`config.mk`:
```
export PLATFORM = sky130hd
export DESIGN_NAME = one_wire_temperature_sensor_master
export DESIGN_NICKNAME = d
export VERILOG_FILES = /design/src/rtl/owtsm_pkg.sv /design/src/rtl/owtsm_temp.sv /design/src/rtl/owtsm_seq.sv /design/src/rtl/one_wire_temperature_sensor_master.sv
export SDC_FILE = /design/constraint.sdc
export NUM_CORES = 1
export LEC_CHECK = 0
export BUFFER_PORTS_ARGS = -buffer_cell sky130_fd_sc_hd__buf_2
export CAP_MARGIN = 40
export CELL_PAD_IN_SITES_DETAIL_PLACEMENT = 0
export CELL_PAD_IN_SITES_GLOBAL_PLACEMENT = 1
export CORE_ASPECT_RATIO = 1.1
export CORE_UTILIZATION = 42
export CTS_CLUSTER_SIZE = 25
export DETAILED_ROUTE_END_ITERATION = 10
export GPL_ROUTABILITY_DRIVEN = 0
export PLACE_DENSITY_LB_ADDON = 0.05
export SETUP_SLACK_MARGIN = 0.15
export SYNTH_ARGS = -nofsm -noshare
export SYNTH_HDL_FRONTEND = slang
export SYNTH_SLANG_ARGS = --single-unit
```
`constraint.sdc`:
```
create_clock -name clk -period 7.82 [get_ports clk]
set_input_delay 2.346 -clock clk [delete_from_list [all_inputs] [get_ports clk]]
set_output_delay 2.346 -clock clk [all_outputs]
set_load 0.05 [all_outputs]
```
`src/rtl/owtsm_pkg.sv`:
```
`timescale 1ns / 1ps
// ----------------------------------------------------------------------------
// owtsm_pkg
// Shared types, codes and the sequence program of the one-wire master.
// ----------------------------------------------------------------------------
package owtsm_pkg;

	typedef struct packed {
		logic [1:0]  action;
		logic        bus_level;
		logic [63:0] target_rom_id;
	} in_t;

	typedef struct packed {
		logic        bus_pull_low;
		logic        busy_res;
		logic        done_res;
		logic        no_device;
		logic [63:0] rom_id;
		logic        temp_negative;
		logic [15:0] temp_magnitude;
	} out_t;

	typedef struct packed {
		logic pull;
		logic busy;
		logic done;
		logic no_device;
	} seq_status_t;

	typedef enum logic [2:0] {
		KIND_IDLE,
		KIND_RESET,
		KIND_WR_CONST,
		KIND_WR_ID,
		KIND_WAIT,
		KIND_RD_ID,
		KIND_RD_TEMP
	} step_kind_t;

	typedef struct packed {
		step_kind_t  kind;
		logic [7:0]  arg;
		logic [3:0]  next;
	} step_desc_t;

	localparam logic [1:0]  ACT_ROM          = 2'd1;
	localparam logic [1:0]  ACT_TEMP         = 2'd2;

	localparam logic [3:0]  STEP_IDLE        = 4'd0;
	localparam logic [3:0]  STEP_ROM_START   = 4'd1;
	localparam logic [3:0]  STEP_TEMP_START  = 4'd5;

	localparam logic [7:0]  CMD_READ_ROM     = 8'h33;
	localparam logic [7:0]  CMD_MATCH_ROM    = 8'h55;
	localparam logic [7:0]  CMD_CONVERT      = 8'h44;
	localparam logic [7:0]  CMD_READ_PAD     = 8'hBE;

	localparam logic [19:0] WAIT_RESET_VALUE = 20'd800000;

	// Bus timing in microsecond ticks.
	localparam logic [19:0] RST_LOW_END      = 20'd480;
	localparam logic [19:0] RST_POLL_TICK    = 20'd560;
	localparam logic [19:0] RST_PRESENCE_TK  = 20'd561;
	localparam logic [19:0] RST_END          = 20'd960;
	localparam logic [5:0]  PRESENCE_LIMIT   = 6'd60;
	localparam logic [19:0] WR_LOW_END       = 20'd15;
	localparam logic [19:0] WR_SLOT_LAST     = 20'd74;
	localparam logic [19:0] RD_LOW_END       = 20'd4;
	localparam logic [19:0] RD_SAMPLE_TICK   = 20'd14;
	localparam logic [19:0] RD_SLOT_LAST     = 20'd58;

	localparam logic [15:0] NEG_MASK         = 16'hF800;

	function automatic step_desc_t prog_entry(input logic [3:0] s);
		step_desc_t d;
		d = '{KIND_IDLE, 8'd0, STEP_IDLE};
		case (s)
			4'd1:  d = '{KIND_RESET,    8'd0,          4'd2};
			4'd2:  d = '{KIND_WR_CONST, CMD_READ_ROM,  4'd3};
			4'd3:  d = '{KIND_WAIT,     8'd0,          4'd4};
			4'd4:  d = '{KIND_RD_ID,    8'd8,          STEP_IDLE};
			4'd5:  d = '{KIND_RESET,    8'd0,          4'd6};
			4'd6:  d = '{KIND_WR_CONST, CMD_MATCH_ROM, 4'd7};
			4'd7:  d = '{KIND_WR_ID,    8'd0,          4'd8};
			4'd8:  d = '{KIND_WR_CONST, CMD_CONVERT,   4'd9};
			4'd9:  d = '{KIND_WAIT,     8'd0,          4'd10};
			4'd10: d = '{KIND_RESET,    8'd0,          4'd11};
			4'd11: d = '{KIND_WR_CONST, CMD_MATCH_ROM, 4'd12};
			4'd12: d = '{KIND_WR_ID,    8'd0,          4'd13};
			4'd13: d = '{KIND_WR_CONST, CMD_READ_PAD,  4'd14};
			4'd14: d = '{KIND_RD_TEMP,  8'd2,          STEP_IDLE};
			default: d = '{KIND_IDLE,   8'd0,          STEP_IDLE};
		endcase
		return d;
	endfunction

	// A wait step with a zero wait length is skipped on entry.
	function automatic logic [3:0] resolve_step(input logic [3:0] s,
			input logic [19:0] wait_len);
		step_desc_t d;
		d = prog_entry(s);
		if (d.kind == KIND_WAIT && wait_len == 20'd0) begin
			return d.next;
		end
		return s;
	endfunction

endpackage

```
`src/rtl/owtsm_temp.sv`:
```
`timescale 1ns / 1ps
// ----------------------------------------------------------------------------
// owtsm_temp
// Turns the raw scratchpad temperature into sign and magnitude.
// ----------------------------------------------------------------------------
module owtsm_temp import owtsm_pkg::*; (
	input  logic [15:0] raw,
	output logic        negative,
	output logic [15:0] magnitude
);

	// Negate only when the five sign-extension bits are all set.
	always_comb begin
		negative  = ((raw & NEG_MASK) == NEG_MASK);
		magnitude = negative ? (~raw + 16'd1) : raw;
	end

endmodule

```
`src/rtl/owtsm_seq.sv`:
```
`timescale 1ns / 1ps
// ----------------------------------------------------------------------------
// owtsm_seq
// Sequencer state and the per-tick step logic of the one-wire master.
// ----------------------------------------------------------------------------
module owtsm_seq import owtsm_pkg::*; (
	input  logic        clk,
	input  logic        arst_n,
	input  logic        step_en,
	input  in_t         tick,
	input  logic [19:0] wait_len,
	output seq_status_t status,
	output logic [63:0] id_next,
	output logic [15:0] raw_next
);

	logic [3:0]  step_q, step_n;
	logic [19:0] tick_q, tick_n;
	logic [5:0]  pres_q, pres_n;
	logic [2:0]  bit_q, bit_n;
	logic [3:0]  byte_q, byte_n;
	logic [7:0]  sh_q, sh_n;
	logic [63:0] id_q, id_n;
	logic [15:0] raw_q, raw_n;
	logic [63:0] send_q, send_n;

	logic        launch;
	logic [3:0]  cur_step;
	logic [19:0] cur_tick;
	logic [5:0]  cur_pres;
	logic [2:0]  cur_bit;
	logic [3:0]  cur_byte;
	logic [7:0]  cur_sh;
	logic [63:0] send_cur;
	step_desc_t  cur_desc;
	logic [7:0]  wr_byte;
	logic        wr_bit;
	logic        seq_done;
	logic        seq_nodev;

	// Launch: an idle sequencer takes a start action and enters the first step.
	always_comb begin
		launch   = (prog_entry(step_q).kind == KIND_IDLE) &&
		           (tick.action == ACT_ROM || tick.action == ACT_TEMP);
		cur_step = step_q;
		cur_tick = tick_q;
		cur_pres = pres_q;
		cur_bit  = bit_q;
		cur_byte = byte_q;
		cur_sh   = sh_q;
		if (prog_entry(step_q).kind == KIND_IDLE) begin
			cur_step = STEP_IDLE;
			if (launch) begin
				cur_step = resolve_step((tick.action == ACT_ROM) ? STEP_ROM_START
				                                                 : STEP_TEMP_START,
				                        wait_len);
				cur_tick = '0;
				cur_pres = '0;
				cur_bit  = '0;
				cur_byte = '0;
				cur_sh   = '0;
			end
		end
		send_cur = launch ? tick.target_rom_id : send_q;
		cur_desc = prog_entry(cur_step);
		wr_byte  = (cur_desc.kind == KIND_WR_CONST) ? cur_desc.arg
		                                            : send_cur[8*cur_byte[2:0] +: 8];
		wr_bit   = wr_byte[cur_bit];
	end

	// Bus drive and busy for this tick.
	always_comb begin
		status.pull      = 1'b0;
		status.busy      = (cur_desc.kind != KIND_IDLE);
		status.done      = seq_done;
		status.no_device = seq_nodev;
		case (cur_desc.kind)
			KIND_RESET:                status.pull = (cur_tick < RST_LOW_END);
			KIND_WR_CONST, KIND_WR_ID: status.pull = (cur_tick < WR_LOW_END) || !wr_bit;
			KIND_RD_ID, KIND_RD_TEMP:  status.pull = (cur_tick < RD_LOW_END);
			default:                   status.pull = 1'b0;
		endcase
	end

	// Next state.
	always_comb begin
		logic       enter;
		logic [3:0] enter_to;
		logic [5:0] pres_inc;
		enter        = 1'b0;
		enter_to     = STEP_IDLE;
		pres_inc     = cur_pres + 6'd1;
		seq_done  = 1'b0;
		seq_nodev = 1'b0;
		step_n = cur_step;
		tick_n = cur_tick;
		pres_n = cur_pres;
		bit_n  = cur_bit;
		byte_n = cur_byte;
		sh_n   = cur_sh;
		id_n   = id_q;
		raw_n  = raw_q;
		send_n = send_cur;

		case (cur_desc.kind)
			KIND_RESET: begin
				if (cur_tick < RST_POLL_TICK) begin
					tick_n = cur_tick + 20'd1;
				end else if (cur_tick == RST_POLL_TICK) begin
					if (!tick.bus_level) begin
						tick_n = RST_PRESENCE_TK;
					end else begin
						pres_n = pres_inc;
						if (pres_inc > PRESENCE_LIMIT) begin
							seq_nodev = 1'b1;
							enter     = 1'b1;
						end
					end
				end else if (cur_tick >= RST_END) begin
					enter    = 1'b1;
					enter_to = cur_desc.next;
				end else begin
					tick_n = cur_tick + 20'd1;
				end
			end
			KIND_WR_CONST, KIND_WR_ID: begin
				if (cur_tick >= WR_SLOT_LAST) begin
					tick_n = '0;
					if (cur_bit == 3'd7) begin
						bit_n = '0;
						if (cur_desc.kind == KIND_WR_CONST) begin
							enter    = 1'b1;
							enter_to = cur_desc.next;
						end else begin
							byte_n = cur_byte + 4'd1;
							if (byte_n >= 4'd8) begin
								enter    = 1'b1;
								enter_to = cur_desc.next;
							end
						end
					end else begin
						bit_n = cur_bit + 3'd1;
					end
				end else begin
					tick_n = cur_tick + 20'd1;
				end
			end
			KIND_WAIT: begin
				if ({1'b0, cur_tick} + 21'd1 >= {1'b0, wait_len}) begin
					enter    = 1'b1;
					enter_to = cur_desc.next;
				end else begin
					tick_n = cur_tick + 20'd1;
				end
			end
			KIND_RD_ID, KIND_RD_TEMP: begin
				if (cur_tick == RD_SAMPLE_TICK) begin
					sh_n = {tick.bus_level, cur_sh[7:1]};
				end
				if (cur_tick >= RD_SLOT_LAST) begin
					tick_n = '0;
					if (cur_bit == 3'd7) begin
						if (cur_desc.kind == KIND_RD_ID) begin
							id_n[8*cur_byte[2:0] +: 8] = cur_sh;
						end else if (cur_byte[2:0] == 3'd0) begin
							raw_n[7:0] = cur_sh;
						end else begin
							raw_n[15:8] = cur_sh;
						end
						bit_n  = '0;
						sh_n   = '0;
						byte_n = cur_byte + 4'd1;
						if ({4'd0, byte_n} >= cur_desc.arg) begin
							seq_done = 1'b1;
							enter    = 1'b1;
						end
					end else begin
						bit_n = cur_bit + 3'd1;
					end
				end else begin
					tick_n = cur_tick + 20'd1;
				end
			end
			default: begin
				step_n = STEP_IDLE;
			end
		endcase

		if (enter) begin
			step_n = resolve_step(enter_to, wait_len);
			tick_n = '0;
			pres_n = '0;
			bit_n  = '0;
			byte_n = '0;
			sh_n   = '0;
		end
	end

	assign id_next  = id_n;
	assign raw_next = raw_n;

	always_ff @(posedge clk or negedge arst_n) begin
		if (!arst_n) begin
			step_q <= STEP_IDLE;
			tick_q <= '0;
			pres_q <= '0;
			bit_q  <= '0;
			byte_q <= '0;
			sh_q   <= '0;
			id_q   <= '0;
			raw_q  <= '0;
			send_q <= '0;
		end else if (step_en) begin
			step_q <= step_n;
			tick_q <= tick_n;
			pres_q <= pres_n;
			bit_q  <= bit_n;
			byte_q <= byte_n;
			sh_q   <= sh_n;
			id_q   <= id_n;
			raw_q  <= raw_n;
			send_q <= send_n;
		end
	end

endmodule

```
`src/rtl/one_wire_temperature_sensor_master.sv`:
```
`timescale 1ns / 1ps
// ----------------------------------------------------------------------------
// one_wire_temperature_sensor_master
// One-wire bus master that reads a device ID or a temperature, one tick per
// request.
// ----------------------------------------------------------------------------
// Each input request is one microsecond of bus time: it carries the sampled
// bus level and an optional start action, and produces exactly one result
// request with the bus drive for that tick, busy/done/no-device flags, the
// last ID read and the last temperature as sign and magnitude in 1/16 degree.
// The block takes one request per clock cycle unless the output stalls. The
// result appears in the cycle after acceptance, set by the single sequencer
// step between the state registers and the result register, which decouples
// the two sides, so a new request is taken while the previous result is being
// taken in the same cycle. Write cfg_data (conversion wait in ticks, reset
// value 800000, zero skips the wait) only while no sequence runs.
// ----------------------------------------------------------------------------
module one_wire_temperature_sensor_master import owtsm_pkg::*; (
	input  logic        clk,
	input  logic        arst_n,
	input  logic        in_valid,
	output logic        in_ready,
	input  in_t         in_data,
	output logic        out_valid,
	input  logic        out_ready,
	output out_t        out_data,
	input  logic        cfg_valid,
	output logic        cfg_ready,
	input  logic [19:0] cfg_data
);

	logic [19:0]  wait_len_q;
	logic         in_fire;
	seq_status_t  status;
	logic [63:0]  id_next;
	logic [15:0]  raw_next;
	logic         temp_neg;
	logic [15:0]  temp_mag;
	out_t         res_s1;
	logic         res_valid_s1;

	// Take a new request whenever the result register is empty or drains now.
	assign in_ready  = !res_valid_s1 || out_ready;
	assign in_fire   = in_valid && in_ready;
	assign cfg_ready = 1'b1;

	// Hold the conversion wait length.
	always_ff @(posedge clk or negedge arst_n) begin
		if (!arst_n) begin
			wait_len_q <= WAIT_RESET_VALUE;
		end else if (cfg_valid) begin
			wait_len_q <= cfg_data;
		end
	end

	// Advance the sequencer by one tick on each accepted request.
	owtsm_seq u_seq (
		.clk      (clk),
		.arst_n   (arst_n),
		.step_en  (in_fire),
		.tick     (in_data),
		.wait_len (wait_len_q),
		.status   (status),
		.id_next  (id_next),
		.raw_next (raw_next)
	);

	// Convert the updated raw temperature.
	owtsm_temp u_temp (
		.raw       (raw_next),
		.negative  (temp_neg),
		.magnitude (temp_mag)
	);

	// Result register: load on accept, drop valid once taken.
	always_ff @(posedge clk or negedge arst_n) begin
		if (!arst_n) begin
			res_valid_s1 <= 1'b0;
		end else if (in_fire) begin
			res_valid_s1 <= 1'b1;
		end else if (out_ready) begin
			res_valid_s1 <= 1'b0;
		end
	end

	always_ff @(posedge clk) begin
		if (in_fire) begin
			res_s1.bus_pull_low   <= status.pull;
			res_s1.busy_res       <= status.busy;
			res_s1.done_res       <= status.done;
			res_s1.no_device      <= status.no_device;
			res_s1.rom_id         <= id_next;
			res_s1.temp_negative  <= temp_neg;
			res_s1.temp_magnitude <= temp_mag;
		end
	end

	assign out_valid = res_valid_s1;
	assign out_data  = res_s1;

	// A tick that finishes a sequence cannot also report a missing device.
	a_done_nodev_excl: assert property (@(posedge clk) disable iff (!arst_n)
		out_valid |-> !(out_data.done_res && out_data.no_device))
		else $error("done and no_device set together");

	// Completion and abort ticks belong to a running sequence.
	a_flags_busy: assert property (@(posedge clk) disable iff (!arst_n)
		out_valid && (out_data.done_res || out_data.no_device) |-> out_data.busy_res)
		else $error("done or no_device outside a sequence");

	// The bus is released whenever no sequence runs.
	a_idle_release: assert property (@(posedge clk) disable iff (!arst_n)
		out_valid && !out_data.busy_res |-> !out_data.bus_pull_low)
		else $error("bus driven while idle");

	// Every accepted request yields a result in the next cycle.
	a_result_follows: assert property (@(posedge clk) disable iff (!arst_n)
		in_valid && in_ready |=> out_valid)
		else $error("result missing after accept");

endmodule
```
==> metrics.md, run 1 <==
| Metric | Value |
|---|---|
| Setup CP Type | in -> reg |
| Row cnt | 74 |
| Pwr/cell area | 280 nW/um^2 |
| Dominant cell type by area after synthesis | dfrtp_1 |
| Clock Tree Root | clkbuf_16 |
| Largest net degree at the start of global routing | 153 |
| Post-synth top flop | dfrtp_1 |
| Hold buffer count at cts | 0 |
| Clock transition at path regs | 0.06 ns |
| Placed Area | 17,400 sq um |
| WHS Path Cells | 1 |
| Critical Path Fanout Max | 6 |
| Share of cells above drive strength 1 | 0.232 |
| First-pass GRT wire length | 67,000 um |
| Via count | 12,407 |
| Post-Syn Area | 15,800 sq um |
| Maximum vdd drop | 183 uV |
| Setup TNS | 0 ns |
| Dpl hpwl | 30,200 um |
| Initial DRC Count | 575 |
| H-Tree Depth | 2 |
| Postcts setup bufs | 0 |
| Clock Sinks | 295 |
| Arrival time worst endpoint | 7.53 ns |
| WL/cell | 18.6 um |
| Total power draw | 5.16 mW |
| IO Port Bufs | 178 |
| Starting density of the core | 0.425 |
| Number of flops mapped to enable cells by yosys | 85 |
| Final ANT Viol Nets | 0 |
| Setup crit start kind | input port |
| Yosys warns | 0 |
| Crit path time final | 7.09 ns |
| Slew Viols, Final | 0 |
| Final setup margin | 0.729 ns |
| Maxcap violations | 0 |
| Pre-CTS WS | 0.278 ns |
| Compound-Gate Fraction of Synth Area | 0.148 |
| Crit share post-route | 0.907 |
| Fin. Hold Viols | 0 |
| Xor/xnor share of the synthesized area | 0.0166 |
| Num CTS Buffers | 34 |
| I/O pin total | 180 |
| DP Cell Count | 2,209 |
| Post-synth top area share | 0.323 |
| Die footprint | 38,400 sq um |
| Synth Area in Adders | 0.0444 |
| Diode count | 0 |
| Skew-Pair Late Insertion Delay | 0.54 ns |
| CTS tree | built |
| Endpoints failing setup | 0 |
| Crit-path slowest cell | a2111oi_0 |
| Post-CTS sizing | 0 |
| Vias in the first global route | 12,091 |
| Leakage | 7.79 nW |
| Worst endpoint required time | 8.26 ns |
| Syn nets | 1,725 |
| Status | finished clean |
| Crit end category | register |
| Worst hold start | u_seq.pres_q[5] |
| R2r worst-path depth | 26 |
| Via/cell ratio | 5.47 |
| Finished Cell Area | 18,400 sq um |
| Largest family of logic cells by synthesized area | simple AND/OR/NAND/NOR gates |
| CTS Buffer Depth | 3 |
| Placeable Area | 37,100 sq um |
| Max frequency | 141 MHz |
| Reg-to-Reg Start | u_seq.step_q[1] |
| Seq/Total Area, Yosys | 0.495 |
| Critical Path Start | in_data[66] |
| Drt total wl | 42,100 um |
| Initial antenna violation count | 0 |
| Post-synthesis simple-gate area fraction | 0.168 |
| Rel. slew slack | 0.383 |
| Post-synthesis mux area share | 0.0975 |
| Cells after Synth | 1,577 |
| # nets final | 1,899 |
| Fraction of registers with async set/reset | 0.712 |
| Largest stage delay on the critical path | 0.49 ns |
| Critical path depth | 26 |
| Synth Register Bits | 295 |
| Hold crit path type | reg -> reg |
| Final cell count without fillers | 2,269 |
| Grt total ovfl | 0 |
| Unrepaired setup endpoints after global routing | false |
| Setup Skew | 0.0217 ns |
| Ranking of synthesized cells by area | dfrtp_1 32%, edfxtp_1 16%, mux2_2 6.8% |
| Post-synth cell types | 87 |
| Die H | 205 um |
| Crit path buf inv count | 2 |
| Area Growth Syn to Fin | 16.8% |
| DRC viols | 0 |
| DRT Pass-1 Iters | 5 |
| Tot GR Track Use | 0.221 |
| Mean Syn Cell Area | 10.0 sq um |
| Chip Width | 187 um |
| CP top delay family | compound AO/OA/AOI/OAI gates |
| Worst Max-Slew Pin Slew | 0.925 ns |
## synthesized netlist by cell type (15+ instances only)
master / count
inv_1: 49
nor3_1: 23
dfrtp_1: 204
and2_1: 19
o21ai_0: 194
xnor2_1: 17
and3_1: 15
a21oi_1: 54
nor2_1: 96
nand3_1: 44
mux4_2: 15
nand2b_1: 15
nor4_1: 16
mux2_2: 96
ha_1: 56
clkbuf_1: 61
nand4_1: 15
edfxtp_1: 85
a22o_1: 18
nand2_1: 276
## path summary, 6_finish.rpt
kind	to	slack [ns]
min in group asynchronous	u_seq.id_q[47]	1.79
max in group asynchronous	u_seq.tick_q[4]	4.77
worst max-delay path	u_seq.step_q[0]	0.73
worst min register to register	u_seq.pres_q[5]	0.47
worst min-delay path	u_seq.pres_q[5]	0.47
worst max register to register	u_seq.step_q[0]	1.00
## power breakdown
part | switching (mW) | total [mW] | internal (mW)
logic | 0.996 | 1.62 | 0.627
clock network | 0.645 | 1.57 | 0.928
registers | 0.146 | 1.96 | 1.82
## per-stage QoR
stage                      util  hold slack (ns)
after floorplan               -            0.437
after global placement    0.467            0.457
after detailed placement  0.467            0.466
after CTS                 0.497            0.473
after global routing      0.497            0.485
final                     0.497            0.474
## flip-flops by register name (all words and copies together), names as in the netlist
signal and cells:
out_valid 1, u_seq.step_q 4, u_seq.byte_q 4, u_seq.sh_q 8, u_seq.tick_q 20, u_seq.pres_q 6
wait_len_q 20, u_seq.send_q 64, out_data 85, u_seq.id_q 64, u_seq.bit_q 3, u_seq.raw_q 16
## cell families after synthesis
| kind of cell | Yosys count |
|---|---|
| AND/OR/NAND/NOR | 568 |
| AO/OA/AOI/OAI | 381 |
| flip-flops | 295 |
| multiplexers | 123 |
| buffers and inverters | 123 |
| adder cells (fa/ha/maj) | 56 |
| XOR/XNOR | 30 |
| other | 1 |
## final cells by class
cell class	instances	area, sq um
Clock buffer	47	961
Tap cell	494	618
Timing Repair Buffer	210	1150
Clock inverter	13	129
Fill cell	3554	18700
Multi-Input combinational cell	1159	7580
Sequential cell	295	7820
Inverter	51	194
## worst register-to-register path: cells and delay by family (launching register included)
family,cells,cell delay (ns)
AO/OA/AOI/OAI,10,2.80
XOR/XNOR,1,0.16
adder cells (fa/ha/maj),4,1.29
AND/OR/NAND/NOR,11,1.86
flip-flops,1,0.63
## metal layers
layer	global-route usage	wire length, um
met5	0	0
met3	0.0302	1860
met4	0.0685	1080
met2	0.387	20800
met1	0.284	18400
## cell usage in the layout, fill, tap and decap left out, types with 11 or more instances in the layout
cell       count
nand2_1      276
dfrtp_1      204
o21ai_0      193
buf_2        178
mux2_2        96
nor2_1        93
edfxtp_1      85
ha_1          54
a21oi_1       53
inv_1         47
nand3_1       42
clkbuf_16     35
buf_4         30
nor3_1        23
and2_1        19
a22o_1        18
xnor2_1       17
nor4_1        16
nand2b_1      15
and3_1        15
nand4_1       15
mux4_2        15
xor2_1        13
o31ai_1       12
mux2i_1       12
o211ai_1      11
Power figures use the tool's default switching activity.
==> run 2: changes to the inputs <==
Settings changed: CORE_UTILIZATION 42 to 46, PLACE_DENSITY from default to 0.83, PLACE_DENSITY_LB_ADDON 0.05 to default.
Clock period 7.82 ns to 6.55 ns, I/O delays scaled along.
==> run 2 against run 1 <==
  * Clock-buffer cell count shrank 9
  * Sequential power grew 20%
  * Clock skew shrank 0.0098 ns
  * Critical path depth is the same
  * Combinational power grew 30%
  * Sequential share of layout area shrank 1.7 points
  * Register-to-register slack lost 0.59 ns
  * Critical path type unchanged
==> metrics.md, run 2 (synthesis gave the netlist of run 1 again) <==
| Metric | Value |
|---|---|
| Post-layout util | 0.573 |
| # nets final | 1,973 |
| Worst endpoint required time | 7.03 ns |
| FILL cells | 2,943 |
| Pre-CTS WS | -0.326 ns |
| Crit share post-route | 0.954 |
| First-pass GRT wire length | 66,100 um |
| DRT Pass-1 Iters | 7 |
| DRC viols | 0 |
| Worst Max-Slew Pin Slew | 0.889 ns |
| Max frequency | 160 MHz |
| Crit-path most repeated cell | ha_4 |
| WHS Path Cells | 2 |
| Area Growth Syn to Fin | 21.7% |
| Critical path depth | 26 |
| Chip Width | 179 um |
| Met2 usage | 0.404 |
| Clock transition at path regs | 0.06 ns |
| Hold crit path type | reg -> reg |
| CP top delay family | simple AND/OR/NAND/NOR gates |
| R2r worst-path depth | 27 |
| Crit path buf inv count | 2 |
| Final ANT Viol Nets | 0 |
| CTS tree | built |
| Diode count | 0 |
| Via count | 12,811 |
| H-Tree Depth | 1 |
| Crit end category | register |
| Setup crit start kind | input port |
| Grt total ovfl | 0 |
| Drt total wl | 41,000 um |
| Rel. slew slack | 0.399 |
| Highest-count cells in the layout ignoring fill and taps | 274 x nand2_1, 204 x dfrtp_1, 190 x o21ai_0, 176 x buf_2, 105 x buf_4 |
| Share of cells above drive strength 1 | 0.280 |
| Num CTS Buffers | 31 |
| Met3 GRT Util | 0.0285 |
| Skew-Pair Late Insertion Delay | 0.58 ns |
| Initial DRC Count | 903 |
| Largest stage delay on the critical path | 0.46 ns |
| Clock Sinks | 295 |
| Met1 Use GR | 0.316 |
| Maxcap violations | 0 |
| Tot GR Track Use | 0.237 |
| Crit-path slowest cell | a2111o_1 |
| Maximum vdd drop | 262 uV |
| Status | finished clean |
| Setup CP Type | in -> reg |
| Crit path time final | 6.25 ns |
| Dpl hpwl | 30,000 um |
| Critical Path Fanout Max | 6 |
| Starting density of the core | 0.471 |
| CTS Buffer Depth | 3 |
| Unrepaired setup endpoints after global routing | true |
| Setup Skew | 0.0119 ns |
| Largest net degree at the start of global routing | 113 |
| Leakage | 8.21 nW |
| Die H | 196 um |
| Busiest grt layer | met2 |
| Clock Tree Root | clkbuf_16 |
| Die footprint | 35,100 sq um |
| IO Port Bufs | 178 |
| Hold buffer count at cts | 0 |
| Endpoints failing setup | 0 |
| Pwr/cell area | 329 nW/um^2 |
| Fin. Hold Viols | 0 |
| Total power draw | 6.32 mW |
| Arrival time worst endpoint | 6.73 ns |
| I/O pin total | 180 |
| WL/cell | 18.0 um |
| Final setup margin | 0.304 ns |
| Row cnt | 70 |
| Initial antenna violation count | 0 |
| Placeable Area | 33,500 sq um |
| Via/cell ratio | 5.61 |
| Commonest non-fill, non-tap cell in the layout | nand2_1 |
| Vias in the first global route | 12,508 |
| Slew Viols, Final | 0 |
| Largest register FFs | 85 |
==> run 2: cell types whose count changed in the layout (fill, tap and decap cells not counted), sizes merged <==
cell / change
buf: +77
clkinv: +1
inv: +2
bufinv: +2
clkbuf: -9
clkinvlp: +2
==> run 2: where the power goes <==
group	switching, mW	total, mW	internal, mW	leakage [nW]
registers	0.179	2.35	2.17	3.60
logic	1.21	2.11	0.900	4.07
clock network	0.760	1.86	1.10	0.541
total	2.15	6.32	4.17	8.21
==> run 2: layer usage <==
| metal | share of wire | up-vias |
|---|---|---|
| met5 | 0 | - |
| li1 | - | 6191 |
| met3 | 0.052 | 72 |
| met2 | 0.50 | 385 |
| met1 | 0.43 | 6163 |
| met4 | 0.025 | 0 |
==> run 2: final timing paths <==
| check | from | endpoint | slack [ns] |
|---|---|---|---|
| worst min register to register | u_seq.raw_q[15] | u_seq.raw_q[15] | 0.48 |
| max in group asynchronous | arst_n | u_seq.sh_q[6] | 3.89 |
| min in group asynchronous | arst_n | u_seq.id_q[60] | 1.49 |
| worst max register to register | u_seq.step_q[0] | u_seq.step_q[0] | 0.41 |
| worst max-delay path | in_data[66] | u_seq.step_q[0] | 0.30 |
| worst min-delay path | u_seq.raw_q[15] | u_seq.raw_q[15] | 0.48 |
==> run 2: repair_timing <==
item                       in CTS  in global routing
setup endpoints to repair       0                 10
gates resized for setup         0                 18
buffers inserted                0                  4
==> run 2: tightest hold or removal path: cells and delay by family (launching register included) <==
| kind | cells | cell delay, ns |
|---|---|---|
| compound gates | 1 | 0.06 |
| simple gates | 1 | 0.04 |
| flops | 1 | 0.34 |
==> run 2: area by class of cell <==
cell class	count	area, sq um	area share
sequential	295	7820	0.407
multi-input combinational	1159	7770	0.405
timing repair buffer	287	1770	0.0919
clock buffer	38	863	0.0449
tap	432	541	0.0281
clock inverter	20	236	0.0123
inverter	51	211	0.0110
==> run 2: through the flow <==
step | hold WS, ns | area (sq um) | setup TNS [ns] | std cells
after global placement | 0.458 | 18000 | -0.373 | 2220
final | 0.476 | 19200 | 0 | 2282
after detailed placement | 0.467 | 18000 | -1.00 | 2220
after CTS | 0.481 | 19100 | 0 | 2278
after floorplan | 0.437 | 16000 | -1.46 | 1577
after global routing | 0.503 | 19200 | 0 | 2282
